**config.mk**
```make
export PLATFORM = sky130hd
export DESIGN_NAME = tilt_stillness_motion_monitor
export DESIGN_NICKNAME = d
export VERILOG_FILES = /design/src/rtl/tsmm_pkg.sv /design/src/rtl/tsmm_datapath.sv /design/src/rtl/tsmm_ctrl.sv /design/src/rtl/tilt_stillness_motion_monitor.sv
export SDC_FILE = /design/constraint.sdc
export NUM_CORES = 2
export LEC_CHECK = 0
export ABC_AREA = 1
export CAP_MARGIN = 20
export CORE_MARGIN = 2
export CORE_UTILIZATION = 40
export CTS_CLUSTER_SIZE = 40
export DETAILED_ROUTE_END_ITERATION = 6
export DONT_BUFFER_PORTS = 1
export SLEW_MARGIN = 20
export SYNTH_ARGS = -nofsm -noshare
export SYNTH_HDL_FRONTEND = slang
export SYNTH_SLANG_ARGS = --single-unit
```
**constraint.sdc**
```tcl
create_clock -name clk -period 6.82 [get_ports clk]
set_input_delay 1.023 -clock clk [delete_from_list [all_inputs] [get_ports clk]]
set_output_delay 1.023 -clock clk [all_outputs]
set_load 0.01 [all_outputs]
```
**src/rtl/tsmm_pkg.sv**
```systemverilog
package tsmm_pkg;

	// request kinds
	localparam logic [1:0] FUNC_ORIENT = 2'd0;
	localparam logic [1:0] FUNC_ACCEL  = 2'd1;
	localparam logic [1:0] FUNC_TICK   = 2'd2;

	// configuration register indexes
	localparam logic [2:0] REG_ENABLE        = 3'd0;
	localparam logic [2:0] REG_OFFSET_ROLL   = 3'd1;
	localparam logic [2:0] REG_OFFSET_PITCH  = 3'd2;
	localparam logic [2:0] REG_CHAIN_RIGHT   = 3'd3;
	localparam logic [2:0] REG_LEAN_THRESH   = 3'd4;
	localparam logic [2:0] REG_VAR_LIMIT     = 3'd5;
	localparam logic [2:0] REG_MOTION_THRESH = 3'd6;
	localparam logic [2:0] REG_MOTION_HOLD   = 3'd7;

	localparam int unsigned CFG_IDX_W  = 3;
	localparam int unsigned CFG_DATA_W = 32;

	// 70 degrees times 64
	localparam logic signed [15:0] CRASH_LIMIT = 16'sd4480;

	typedef enum logic [2:0] {
		MSRC_HOLD,
		MSRC_SUM_R,
		MSRC_SUM_P,
		MSRC_AX,
		MSRC_AY,
		MSRC_AZ
	} mul_src_t;

	typedef enum logic [2:0] {
		OP_NONE,
		OP_MAG_LOAD,
		OP_MAG_ADD,
		OP_MAG_CHECK,
		OP_SCALE,
		OP_TAKE_R,
		OP_TAKE_P,
		OP_COMPARE
	} dp_op_t;

	typedef struct packed {
		logic     capture;
		logic     update;
		logic     clr_acc;
		logic     walk_rd;
		mul_src_t mul_src;
		dp_op_t   op;
		logic     load_out;
	} dp_cmd_t;

	typedef struct packed {
		logic [1:0] func;
		logic       enable;
		logic       window_full;
		logic       walk_last;
		logic       pipe_busy;
	} dp_status_t;

endpackage

```
**src/rtl/tsmm_datapath.sv**
```systemverilog
module tsmm_datapath #(
	parameter int WINDOW_DEPTH = 16
) (
	input  logic                               clk,
	input  logic                               arst_n,
	input  tsmm_pkg::dp_cmd_t                  cmd,
	output tsmm_pkg::dp_status_t               status,
	input  logic                               cfg_wen,
	input  logic [tsmm_pkg::CFG_IDX_W-1:0]     cfg_index,
	input  logic [tsmm_pkg::CFG_DATA_W-1:0]    cfg_data,
	input  logic [1:0]                         func,
	input  logic signed [14:0]                 roll_raw,
	input  logic signed [13:0]                 pitch_raw,
	input  logic signed [15:0]                 accel_x,
	input  logic signed [15:0]                 accel_y,
	input  logic signed [15:0]                 accel_z,
	output logic                               stationary,
	output logic                               crashed,
	output logic                               motion_recent,
	output logic                               leaning_to_tire,
	output logic signed [15:0]                 roll_now,
	output logic signed [15:0]                 pitch_now
);

	localparam int ADDR_W  = (WINDOW_DEPTH > 1) ? $clog2(WINDOW_DEPTH) : 1;
	localparam int STEP_W  = ADDR_W + 1;
	localparam int SUM_W   = 16 + ADDR_W;
	localparam int SUMSQ_W = 31 + ADDR_W;
	localparam int X_W     = 2 * SUM_W;
	localparam logic [ADDR_W-1:0] SLOT_LAST = ADDR_W'(WINDOW_DEPTH - 1);
	localparam logic [STEP_W-1:0] STEP_LAST = STEP_W'(2 * WINDOW_DEPTH - 1);
	localparam logic [X_W-1:0]    DEPTH_X   = X_W'(WINDOW_DEPTH);
	localparam logic [X_W-1:0]    DEPTH_SQ_X = X_W'(WINDOW_DEPTH * WINDOW_DEPTH);

	// configuration
	logic                enable_q;
	logic signed [14:0]  off_roll_q;
	logic signed [14:0]  off_pitch_q;
	logic                chain_right_q;
	logic [13:0]         lean_thr_q;
	logic [23:0]         var_limit_q;
	logic [31:0]         motion_thr_q;
	logic [15:0]         motion_hold_q;

	// captured request
	logic [1:0]          func_q;
	logic signed [14:0]  roll_raw_q;
	logic signed [13:0]  pitch_raw_q;
	logic signed [15:0]  accel_x_q;
	logic signed [15:0]  accel_y_q;
	logic signed [15:0]  accel_z_q;

	// monitor state
	logic [31:0]         win_mem [WINDOW_DEPTH];
	logic [ADDR_W-1:0]   slot_q;
	logic                full_q;
	logic signed [15:0]  roll_latest_q;
	logic signed [15:0]  pitch_latest_q;
	logic [15:0]         ticks_q;
	logic [31:0]         mag_q;

	// walk and arithmetic
	logic [STEP_W-1:0]   step_q;
	logic [31:0]         rd_s1;
	logic                v_s1, h_s1, v_s2, h_s2, v_s3, h_s3;
	logic signed [SUM_W-1:0] mul_op_s2;
	logic signed [X_W-1:0]   prod_s3;
	logic signed [SUM_W-1:0] op_s3;
	logic signed [SUM_W-1:0] sum_r_q, sum_p_q;
	logic [SUMSQ_W-1:0]      sumsq_r_q, sumsq_p_q;
	logic [X_W-1:0]          var_r_q, var_p_q, lim_q;
	logic                    still_q;

	logic signed [15:0]  roll_corr;
	logic signed [15:0]  pitch_corr;
	logic signed [15:0]  rd_roll, rd_pitch;
	logic signed [15:0]  lean_thr_s;
	logic                orient_wr;

	assign roll_corr  = {roll_raw_q[14], roll_raw_q} - {off_roll_q[14], off_roll_q};
	assign pitch_corr = {{2{pitch_raw_q[13]}}, pitch_raw_q} - {off_pitch_q[14], off_pitch_q};
	assign orient_wr  = cmd.update && enable_q && (func_q == tsmm_pkg::FUNC_ORIENT);
	assign rd_roll    = rd_s1[31:16];
	assign rd_pitch   = rd_s1[15:0];
	assign lean_thr_s = $signed({2'b00, lean_thr_q});

	always_comb begin
		status.func        = func_q;
		status.enable      = enable_q;
		status.window_full = full_q;
		status.walk_last   = (step_q == STEP_LAST);
		status.pipe_busy   = v_s1 | v_s2 | v_s3;
	end

	always_ff @(posedge clk or negedge arst_n) begin
		if (!arst_n) begin
			enable_q      <= 1'b1;
			off_roll_q    <= '0;
			off_pitch_q   <= '0;
			chain_right_q <= 1'b1;
			lean_thr_q    <= 14'd640;
			var_limit_q   <= 24'd2048;
			motion_thr_q  <= 32'd16384;
			motion_hold_q <= 16'd5000;
		end else if (cfg_wen) begin
			unique case (cfg_index)
				tsmm_pkg::REG_ENABLE:        enable_q      <= cfg_data[0];
				tsmm_pkg::REG_OFFSET_ROLL:   off_roll_q    <= $signed(cfg_data[14:0]);
				tsmm_pkg::REG_OFFSET_PITCH:  off_pitch_q   <= $signed(cfg_data[14:0]);
				tsmm_pkg::REG_CHAIN_RIGHT:   chain_right_q <= cfg_data[0];
				tsmm_pkg::REG_LEAN_THRESH:   lean_thr_q    <= cfg_data[13:0];
				tsmm_pkg::REG_VAR_LIMIT:     var_limit_q   <= cfg_data[23:0];
				tsmm_pkg::REG_MOTION_THRESH: motion_thr_q  <= cfg_data[31:0];
				tsmm_pkg::REG_MOTION_HOLD:   motion_hold_q <= cfg_data[15:0];
				default: ;
			endcase
		end
	end

	always_ff @(posedge clk) begin
		if (cmd.capture) begin
			func_q      <= func;
			roll_raw_q  <= roll_raw;
			pitch_raw_q <= pitch_raw;
			accel_x_q   <= accel_x;
			accel_y_q   <= accel_y;
			accel_z_q   <= accel_z;
		end
	end

	// window store, one packed roll/pitch entry per slot
	always_ff @(posedge clk) begin
		if (orient_wr)
			win_mem[slot_q] <= {roll_corr, pitch_corr};
		if (cmd.walk_rd)
			rd_s1 <= win_mem[step_q[STEP_W-1:1]];
	end

	always_ff @(posedge clk or negedge arst_n) begin
		if (!arst_n) begin
			slot_q         <= '0;
			full_q         <= 1'b0;
			roll_latest_q  <= '0;
			pitch_latest_q <= '0;
			ticks_q        <= '0;
		end else begin
			if (orient_wr) begin
				roll_latest_q  <= roll_corr;
				pitch_latest_q <= pitch_corr;
				if (slot_q == SLOT_LAST) begin
					slot_q <= '0;
					full_q <= 1'b1;
				end else begin
					slot_q <= slot_q + 1'b1;
				end
			end
			if (cmd.update && (func_q == tsmm_pkg::FUNC_TICK) && (ticks_q != 16'hFFFF))
				ticks_q <= ticks_q + 1'b1;
			else if ((cmd.op == tsmm_pkg::OP_MAG_CHECK) && (mag_q > motion_thr_q))
				ticks_q <= '0;
		end
	end

	// walk pipeline: read, select operand, square, accumulate
	always_ff @(posedge clk or negedge arst_n) begin
		if (!arst_n) begin
			step_q <= '0;
			v_s1   <= 1'b0;
			v_s2   <= 1'b0;
			v_s3   <= 1'b0;
		end else begin
			if (cmd.clr_acc)
				step_q <= '0;
			else if (cmd.walk_rd)
				step_q <= step_q + 1'b1;
			v_s1 <= cmd.walk_rd;
			v_s2 <= v_s1;
			v_s3 <= v_s2;
		end
	end

	always_ff @(posedge clk) begin
		h_s1 <= step_q[0];
		h_s2 <= h_s1;
		h_s3 <= h_s2;
		if (v_s1) begin
			mul_op_s2 <= h_s1 ? SUM_W'(rd_pitch) : SUM_W'(rd_roll);
		end else begin
			case (cmd.mul_src)
				tsmm_pkg::MSRC_SUM_R: mul_op_s2 <= sum_r_q;
				tsmm_pkg::MSRC_SUM_P: mul_op_s2 <= sum_p_q;
				tsmm_pkg::MSRC_AX:    mul_op_s2 <= SUM_W'(accel_x_q);
				tsmm_pkg::MSRC_AY:    mul_op_s2 <= SUM_W'(accel_y_q);
				tsmm_pkg::MSRC_AZ:    mul_op_s2 <= SUM_W'(accel_z_q);
				default: ;
			endcase
		end
		prod_s3 <= mul_op_s2 * mul_op_s2;
		op_s3   <= mul_op_s2;

		if (cmd.clr_acc) begin
			sum_r_q   <= '0;
			sum_p_q   <= '0;
			sumsq_r_q <= '0;
			sumsq_p_q <= '0;
		end else if (v_s3) begin
			if (h_s3) begin
				sum_p_q   <= sum_p_q + op_s3;
				sumsq_p_q <= sumsq_p_q + prod_s3[SUMSQ_W-1:0];
			end else begin
				sum_r_q   <= sum_r_q + op_s3;
				sumsq_r_q <= sumsq_r_q + prod_s3[SUMSQ_W-1:0];
			end
		end

		// variance < limit  <=>  N*sumsq - sum^2 < limit * N^2
		case (cmd.op)
			tsmm_pkg::OP_MAG_LOAD: mag_q <= prod_s3[31:0];
			tsmm_pkg::OP_MAG_ADD:  mag_q <= mag_q + prod_s3[31:0];
			tsmm_pkg::OP_SCALE: begin
				var_r_q <= X_W'(sumsq_r_q) * DEPTH_X;
				var_p_q <= X_W'(sumsq_p_q) * DEPTH_X;
				lim_q   <= X_W'(var_limit_q) * DEPTH_SQ_X;
			end
			tsmm_pkg::OP_TAKE_R:   var_r_q <= var_r_q - $unsigned(prod_s3);
			tsmm_pkg::OP_TAKE_P:   var_p_q <= var_p_q - $unsigned(prod_s3);
			tsmm_pkg::OP_COMPARE:  still_q <= (var_r_q < lim_q) && (var_p_q < lim_q);
			default: ;
		endcase
	end

	always_ff @(posedge clk) begin
		if (cmd.load_out) begin
			stationary      <= enable_q && full_q && still_q;
			crashed         <= enable_q &&
				((roll_latest_q > tsmm_pkg::CRASH_LIMIT) ||
				 (roll_latest_q < -tsmm_pkg::CRASH_LIMIT) ||
				 (pitch_latest_q > tsmm_pkg::CRASH_LIMIT) ||
				 (pitch_latest_q < -tsmm_pkg::CRASH_LIMIT));
			motion_recent   <= !enable_q || (ticks_q < motion_hold_q);
			leaning_to_tire <= enable_q && (chain_right_q ?
				(roll_latest_q < -lean_thr_s) : (roll_latest_q > lean_thr_s));
			roll_now        <= roll_latest_q;
			pitch_now       <= pitch_latest_q;
		end
	end

endmodule

```
**src/rtl/tsmm_ctrl.sv**
```systemverilog
module tsmm_ctrl (
	input  logic                 clk,
	input  logic                 arst_n,
	input  logic                 in_valid,
	output logic                 in_stall,
	output logic                 out_valid,
	input  logic                 out_stall,
	input  tsmm_pkg::dp_status_t status,
	output tsmm_pkg::dp_cmd_t    cmd
);

	typedef enum logic [4:0] {
		ST_IDLE,
		ST_UPDATE,
		ST_ACC_X,
		ST_ACC_Y,
		ST_ACC_Z,
		ST_ACC_S1,
		ST_ACC_S2,
		ST_ACC_CHK,
		ST_DECIDE,
		ST_WALK,
		ST_DRAIN,
		ST_FIN0,
		ST_FIN1,
		ST_FIN2,
		ST_FIN3,
		ST_FIN4,
		ST_DONE
	} state_t;

	state_t state_q;
	logic   out_valid_q;
	logic   out_free;

	assign in_stall  = (state_q != ST_IDLE);
	assign out_valid = out_valid_q;
	assign out_free  = !out_valid_q || !out_stall;

	always_comb begin
		cmd          = '0;
		cmd.mul_src  = tsmm_pkg::MSRC_HOLD;
		cmd.op       = tsmm_pkg::OP_NONE;
		unique case (state_q)
			ST_IDLE:    cmd.capture = in_valid;
			ST_UPDATE:  cmd.update = 1'b1;
			ST_ACC_X:   cmd.mul_src = tsmm_pkg::MSRC_AX;
			ST_ACC_Y:   cmd.mul_src = tsmm_pkg::MSRC_AY;
			ST_ACC_Z: begin
				cmd.mul_src = tsmm_pkg::MSRC_AZ;
				cmd.op      = tsmm_pkg::OP_MAG_LOAD;
			end
			ST_ACC_S1:  cmd.op = tsmm_pkg::OP_MAG_ADD;
			ST_ACC_S2:  cmd.op = tsmm_pkg::OP_MAG_ADD;
			ST_ACC_CHK: cmd.op = tsmm_pkg::OP_MAG_CHECK;
			ST_DECIDE:  cmd.clr_acc = 1'b1;
			ST_WALK:    cmd.walk_rd = 1'b1;
			ST_DRAIN:   ;
			ST_FIN0: begin
				cmd.mul_src = tsmm_pkg::MSRC_SUM_R;
				cmd.op      = tsmm_pkg::OP_SCALE;
			end
			ST_FIN1:    cmd.mul_src = tsmm_pkg::MSRC_SUM_P;
			ST_FIN2:    cmd.op = tsmm_pkg::OP_TAKE_R;
			ST_FIN3:    cmd.op = tsmm_pkg::OP_TAKE_P;
			ST_FIN4:    cmd.op = tsmm_pkg::OP_COMPARE;
			ST_DONE:    cmd.load_out = out_free;
			default:    ;
		endcase
	end

	always_ff @(posedge clk or negedge arst_n) begin
		if (!arst_n) begin
			state_q     <= ST_IDLE;
			out_valid_q <= 1'b0;
		end else begin
			// result register frees while the next request is worked on
			out_valid_q <= cmd.load_out || (out_valid_q && out_stall);
			unique case (state_q)
				ST_IDLE:    if (in_valid) state_q <= ST_UPDATE;
				ST_UPDATE: begin
					if (status.enable && (status.func == tsmm_pkg::FUNC_ACCEL))
						state_q <= ST_ACC_X;
					else
						state_q <= ST_DECIDE;
				end
				ST_ACC_X:   state_q <= ST_ACC_Y;
				ST_ACC_Y:   state_q <= ST_ACC_Z;
				ST_ACC_Z:   state_q <= ST_ACC_S1;
				ST_ACC_S1:  state_q <= ST_ACC_S2;
				ST_ACC_S2:  state_q <= ST_ACC_CHK;
				ST_ACC_CHK: state_q <= ST_DECIDE;
				ST_DECIDE: begin
					if (status.enable && status.window_full)
						state_q <= ST_WALK;
					else
						state_q <= ST_DONE;
				end
				ST_WALK:    if (status.walk_last) state_q <= ST_DRAIN;
				ST_DRAIN:   if (!status.pipe_busy) state_q <= ST_FIN0;
				ST_FIN0:    state_q <= ST_FIN1;
				ST_FIN1:    state_q <= ST_FIN2;
				ST_FIN2:    state_q <= ST_FIN3;
				ST_FIN3:    state_q <= ST_FIN4;
				ST_FIN4:    state_q <= ST_DONE;
				ST_DONE:    if (out_free) state_q <= ST_IDLE;
				default:    state_q <= ST_IDLE;
			endcase
		end
	end

endmodule

```
**src/rtl/tilt_stillness_motion_monitor.sv**
```systemverilog
// sequence: update; for an enabled acceleration request, square and sum the axes against
// the motion threshold; when enabled with the window full, walk, drain, scale and compare.
// throughput: no new request is taken until the last result is loaded; the single
// squaring multiplier walks both windows, one entry half per cycle, and a finished
// result may wait while the next is taken.
// reset: arst_n clears control, timer, window pointer and loads register defaults;
// window entries are not cleared and are read only once the window has filled.
module tilt_stillness_motion_monitor #(
	parameter int WINDOW_DEPTH = 16
) (
	input  logic                               clk,
	input  logic                               arst_n,
	input  logic                               in_valid,
	output logic                               in_stall,
	input  logic [1:0]                         func,
	input  logic signed [14:0]                 roll_raw,
	input  logic signed [13:0]                 pitch_raw,
	input  logic signed [15:0]                 accel_x,
	input  logic signed [15:0]                 accel_y,
	input  logic signed [15:0]                 accel_z,
	output logic                               out_valid,
	input  logic                               out_stall,
	output logic                               stationary,
	output logic                               crashed,
	output logic                               motion_recent,
	output logic                               leaning_to_tire,
	output logic signed [15:0]                 roll_now,
	output logic signed [15:0]                 pitch_now,
	input  logic                               cfg_wen,
	input  logic [tsmm_pkg::CFG_IDX_W-1:0]     cfg_index,
	input  logic [tsmm_pkg::CFG_DATA_W-1:0]    cfg_data
);

	tsmm_pkg::dp_cmd_t    cmd;
	tsmm_pkg::dp_status_t status;

	tsmm_ctrl u_ctrl (
		.clk       (clk),
		.arst_n    (arst_n),
		.in_valid  (in_valid),
		.in_stall  (in_stall),
		.out_valid (out_valid),
		.out_stall (out_stall),
		.status    (status),
		.cmd       (cmd)
	);

	tsmm_datapath #(
		.WINDOW_DEPTH (WINDOW_DEPTH)
	) u_datapath (
		.clk             (clk),
		.arst_n          (arst_n),
		.cmd             (cmd),
		.status          (status),
		.cfg_wen         (cfg_wen),
		.cfg_index       (cfg_index),
		.cfg_data        (cfg_data),
		.func            (func),
		.roll_raw        (roll_raw),
		.pitch_raw       (pitch_raw),
		.accel_x         (accel_x),
		.accel_y         (accel_y),
		.accel_z         (accel_z),
		.stationary      (stationary),
		.crashed         (crashed),
		.motion_recent   (motion_recent),
		.leaning_to_tire (leaning_to_tire),
		.roll_now        (roll_now),
		.pitch_now       (pitch_now)
	);

	// a new result never overwrites one still waiting
	a_no_overwrite: assert property (@(posedge clk) disable iff (!arst_n)
		cmd.load_out |-> !(out_valid && out_stall))
		else $error("result overwritten while stalled");

	// window is only walked once every entry has been written
	a_walk_full: assert property (@(posedge clk) disable iff (!arst_n)
		cmd.walk_rd |-> (status.window_full && status.enable))
		else $error("window walked before full");

	// accumulators settled before the sum squares are taken
	a_drained: assert property (@(posedge clk) disable iff (!arst_n)
		(cmd.op == tsmm_pkg::OP_SCALE) |-> !status.pipe_busy)
		else $error("finish started with walk in flight");

	// block is busy in the cycle after it takes a request
	a_busy_after_accept: assert property (@(posedge clk) disable iff (!arst_n)
		(in_valid && !in_stall) |=> in_stall)
		else $error("request accepted back to back");

endmodule

```
==> run metrics <==
post-synthesis async set-or-reset flop share=15.8%; row count=161; critical path fanouts, max=12; worst r2r src=u_datapath.mul_op_s2[12]$_DFFE_PP_; Unique masters post-synth=70; initial antenna violation count=23; IO Pins=157; Die H=444 um; Synthesized Nets=9899; initial DRC count=5488; Synth Register Bits=1172; met3 wire length=14900 um; Yosys Warn Count=0; EDFF count, synth=816; status=complete, no violations; worst-margin pin slew=1.19 ns; crit share post-route=96.4%; Buffers on Ports=0; number of cells after detailed placement=11300; via density per instance=5.35; layout cells sized above 1=5.79%; Root Driver=clkbuf_16; final WL=255000 um; DRT met1 WL=107000 um; Netlist Area Pre-Place=0.0774 mm^2; Final Critical Period=6.58 ns; CTS buffer count=136; die width=444 um; CTS tree=built; internal reg-to-reg setup slack=0.24 ns; worst setup path category=reg -> reg; Total GRT Usage=25.6%; number of fill cells=18700; most common cell after layout, fill and taps aside=nand2_1; CORE AREA=0.192 mm^2; Worst Setup Start Kind=flop; clock-pin slew on the worst setup and hold paths=0.06 ns; routed len/inst=22.0 um; Data arrival, critical path=7.22 ns; 1st-pass router iterations=6; Post-synth top flop=edfxtp_1; final hold viol count=0; final setup vio count=0; vias in the first global route=61300; largest net degree at the start of global routing=206; average footprint of a synthesized cell=8.69 um^2; Routed Antenna Nets=0; Final HPWL DP=191000 um; clk sinks=1172; area of the multi-input gates=0.0386 mm^2; global placement routability congestion=0.991; commonest non-fill, non-tap cells in the layout=nand2_1 (1769), inv_1 (1422), nor2_1 (936), edfxtp_1 (816), o21ai_0 (765); Slew Limit Fails=0; NumNets Final=9951; die area=0.197 mm^2; area taken by flip-flops and latches=0.0326 mm^2; clock skew=0.0436 ns; FF-to-FF path depth=20; total grt overflow=0; Layout area overhead=10.9%; # DRC=0; Max Cap Viol=0; CP required=7.46 ns; H-tree levels=4; first-pass GRT wire length=383000 um; Seq/Total Area, Yosys=42.1%; f_max=152 MHz; via count=62100; Top Layer Used=met5; Critical Path Sink Type=flop; Worst-Skew Late Latency=0.80 ns; R2R Path End=u_datapath.prod_s3[24]$_DFF_P_; cell count after synthesis=8906; wire length on met2=120000 um; clock tree buffer depth=3; Max-slew headroom=19.9%; Final Non-Filler Cells=11600; starting density of the core=40.2%; class of the worst hold path=in -> async
cell usage after synthesis (40+ instances only):
master / n / area (um^2)
o221ai_1: 113 / 990
edfxtp_1: 816 / 24500
xor2_1: 115 / 1010
nand2_1: 1774 / 6660
dfrtp_1: 174 / 4350
nor3_1: 52 / 260
a21oi_1: 436 / 2180
xnor2_1: 40 / 350
dfxtp_1: 171 / 3420
nand4_1: 90 / 563
clkbuf_1: 184 / 691
inv_1: 1425 / 5350
o21ai_0: 765 / 3830
nor2_1: 959 / 3600
ha_1: 489 / 6120
nand3_1: 421 / 2110
fa_1: 385 / 7710
or2_2: 42 / 263
sequential cells by signal, summed over array words and instances (netlist names), 20 cells and up:
signal	cells
u_datapath.rd_s1	32
u_datapath.var_p_q	40
u_datapath.motion_thr_q	32
u_datapath.sumsq_p_q	35
u_datapath.var_limit_q	24
u_datapath.sum_r_q	20
u_datapath.sum_p_q	20
u_datapath.mag_q	32
u_datapath.prod_s3	39
u_datapath.lim_q	24
u_datapath.win_mem	512
u_datapath.sumsq_r_q	35
u_datapath.var_r_q	40
u_datapath.mul_op_s2	20
critical path, cell delays in order (launching register included):
cell and delay, ns:
edfxtp_1 0.52, buf_4 0.32, nand2_1 0.16, fa_1 0.53
fa_1 0.53, fa_1 0.51, inv_1 0.06, fa_1 0.58
fa_1 0.45, fa_1 0.50, inv_1 0.05, fa_1 0.49
inv_1 0.04, ha_1 0.38, nand2_1 0.11, o21ai_0 0.33
inv_1 0.07, o21ai_0 0.30, a21oi_1 0.08, nand2_1 0.08
xor2_1 0.30
worst max-delay path by stage:
stage,from,endpoint,cells after the start
global placement,u_datapath.mul_op_s2[19]$_DFFE_PP_,u_datapath.prod_s3[38]$_DFF_P_,22
finish,u_datapath.mul_op_s2[12]$_DFFE_PP_,u_datapath.prod_s3[24]$_DFF_P_,20
CTS,u_datapath.mul_op_s2[13]$_DFFE_PP_,u_datapath.prod_s3[38]$_DFF_P_,23
floorplan,u_datapath.mul_op_s2[19]$_DFFE_PP_,u_datapath.prod_s3[39]$_DFF_P_,22
global route,u_datapath.mul_op_s2[8]$_DFFE_PP_,u_datapath.prod_s3[36]$_DFF_P_,24
detailed placement,u_datapath.mul_op_s2[19]$_DFFE_PP_,u_datapath.prod_s3[38]$_DFF_P_,22
layout make-up:
cell class / count / share of cell area (%)
Antenna cell: 8 / 0.0233
Clock buffer: 179 / 4.42
Clock inverter: 68 / 0.978
Inverter: 1439 / 6.31
Multi-Input combinational cell: 6046 / 45.0
Sequential cell: 1172 / 38.0
Tap cell: 2526 / 3.68
Timing Repair Buffer: 163 / 1.67
stage by stage:
| step | worst slack [ns] | util (%) | hold WS, ns | instance area (um^2) | TNS (ns) |
|---|---|---|---|---|---|
| 5_1_grt | -0.00164 | 44.6 | 0.0362 | 85800 | -0.00164 |
| 2_1_floorplan | 0.471 | - | 0.310 | 77400 | 0 |
| 4_1_cts | 0.0433 | 44.5 | 0.0206 | 85700 | 0 |
| 3_3_place_gp | -0.0351 | 42.1 | 0.311 | 80900 | -0.0351 |
| 3_5_place_dp | -0.0290 | 42.1 | 0.321 | 81000 | -0.0290 |
| 6_report | 0.242 | 44.6 | 0.0798 | 85800 | 0 |
kinds of logic (layout without fill, tap and decap cells):
group / count (synthesis) / in the layout / synth area share [%]
buffers and inverters: 1688 / 1849 / 8.33
XOR/XNOR: 155 / 155 / 1.75
AND/OR/NAND/NOR: 3437 / 3437 / 18.4
flip-flops: 1172 / 1172 / 42.1
multiplexers: 1 / 1 / 0.0146
adder cells (fa/ha/maj): 874 / 874 / 17.9
AO/OA/AOI/OAI: 1579 / 1579 / 11.5
other: 0 / 8 / 0
metal layers:
layer,global-route usage [%],vias up
met5,0,-
met3,3.84,461
met1,32.9,30200
li1,-,29500
met2,42.3,2001
met4,11.8,8
timing repair:
item,4_1_cts,5_1_grt
cloned,0,0
hold endpoints to repair,174,0
hold buffers,1,0
pin swaps,0,0
gates resized for setup,0,10
endpoints found under the setup margin,1,17
buffers inserted,2,5
Power is left out: the tool's default activity adds up to more than one toggle a clock period on the data nets, which glitch-free logic cannot reach.
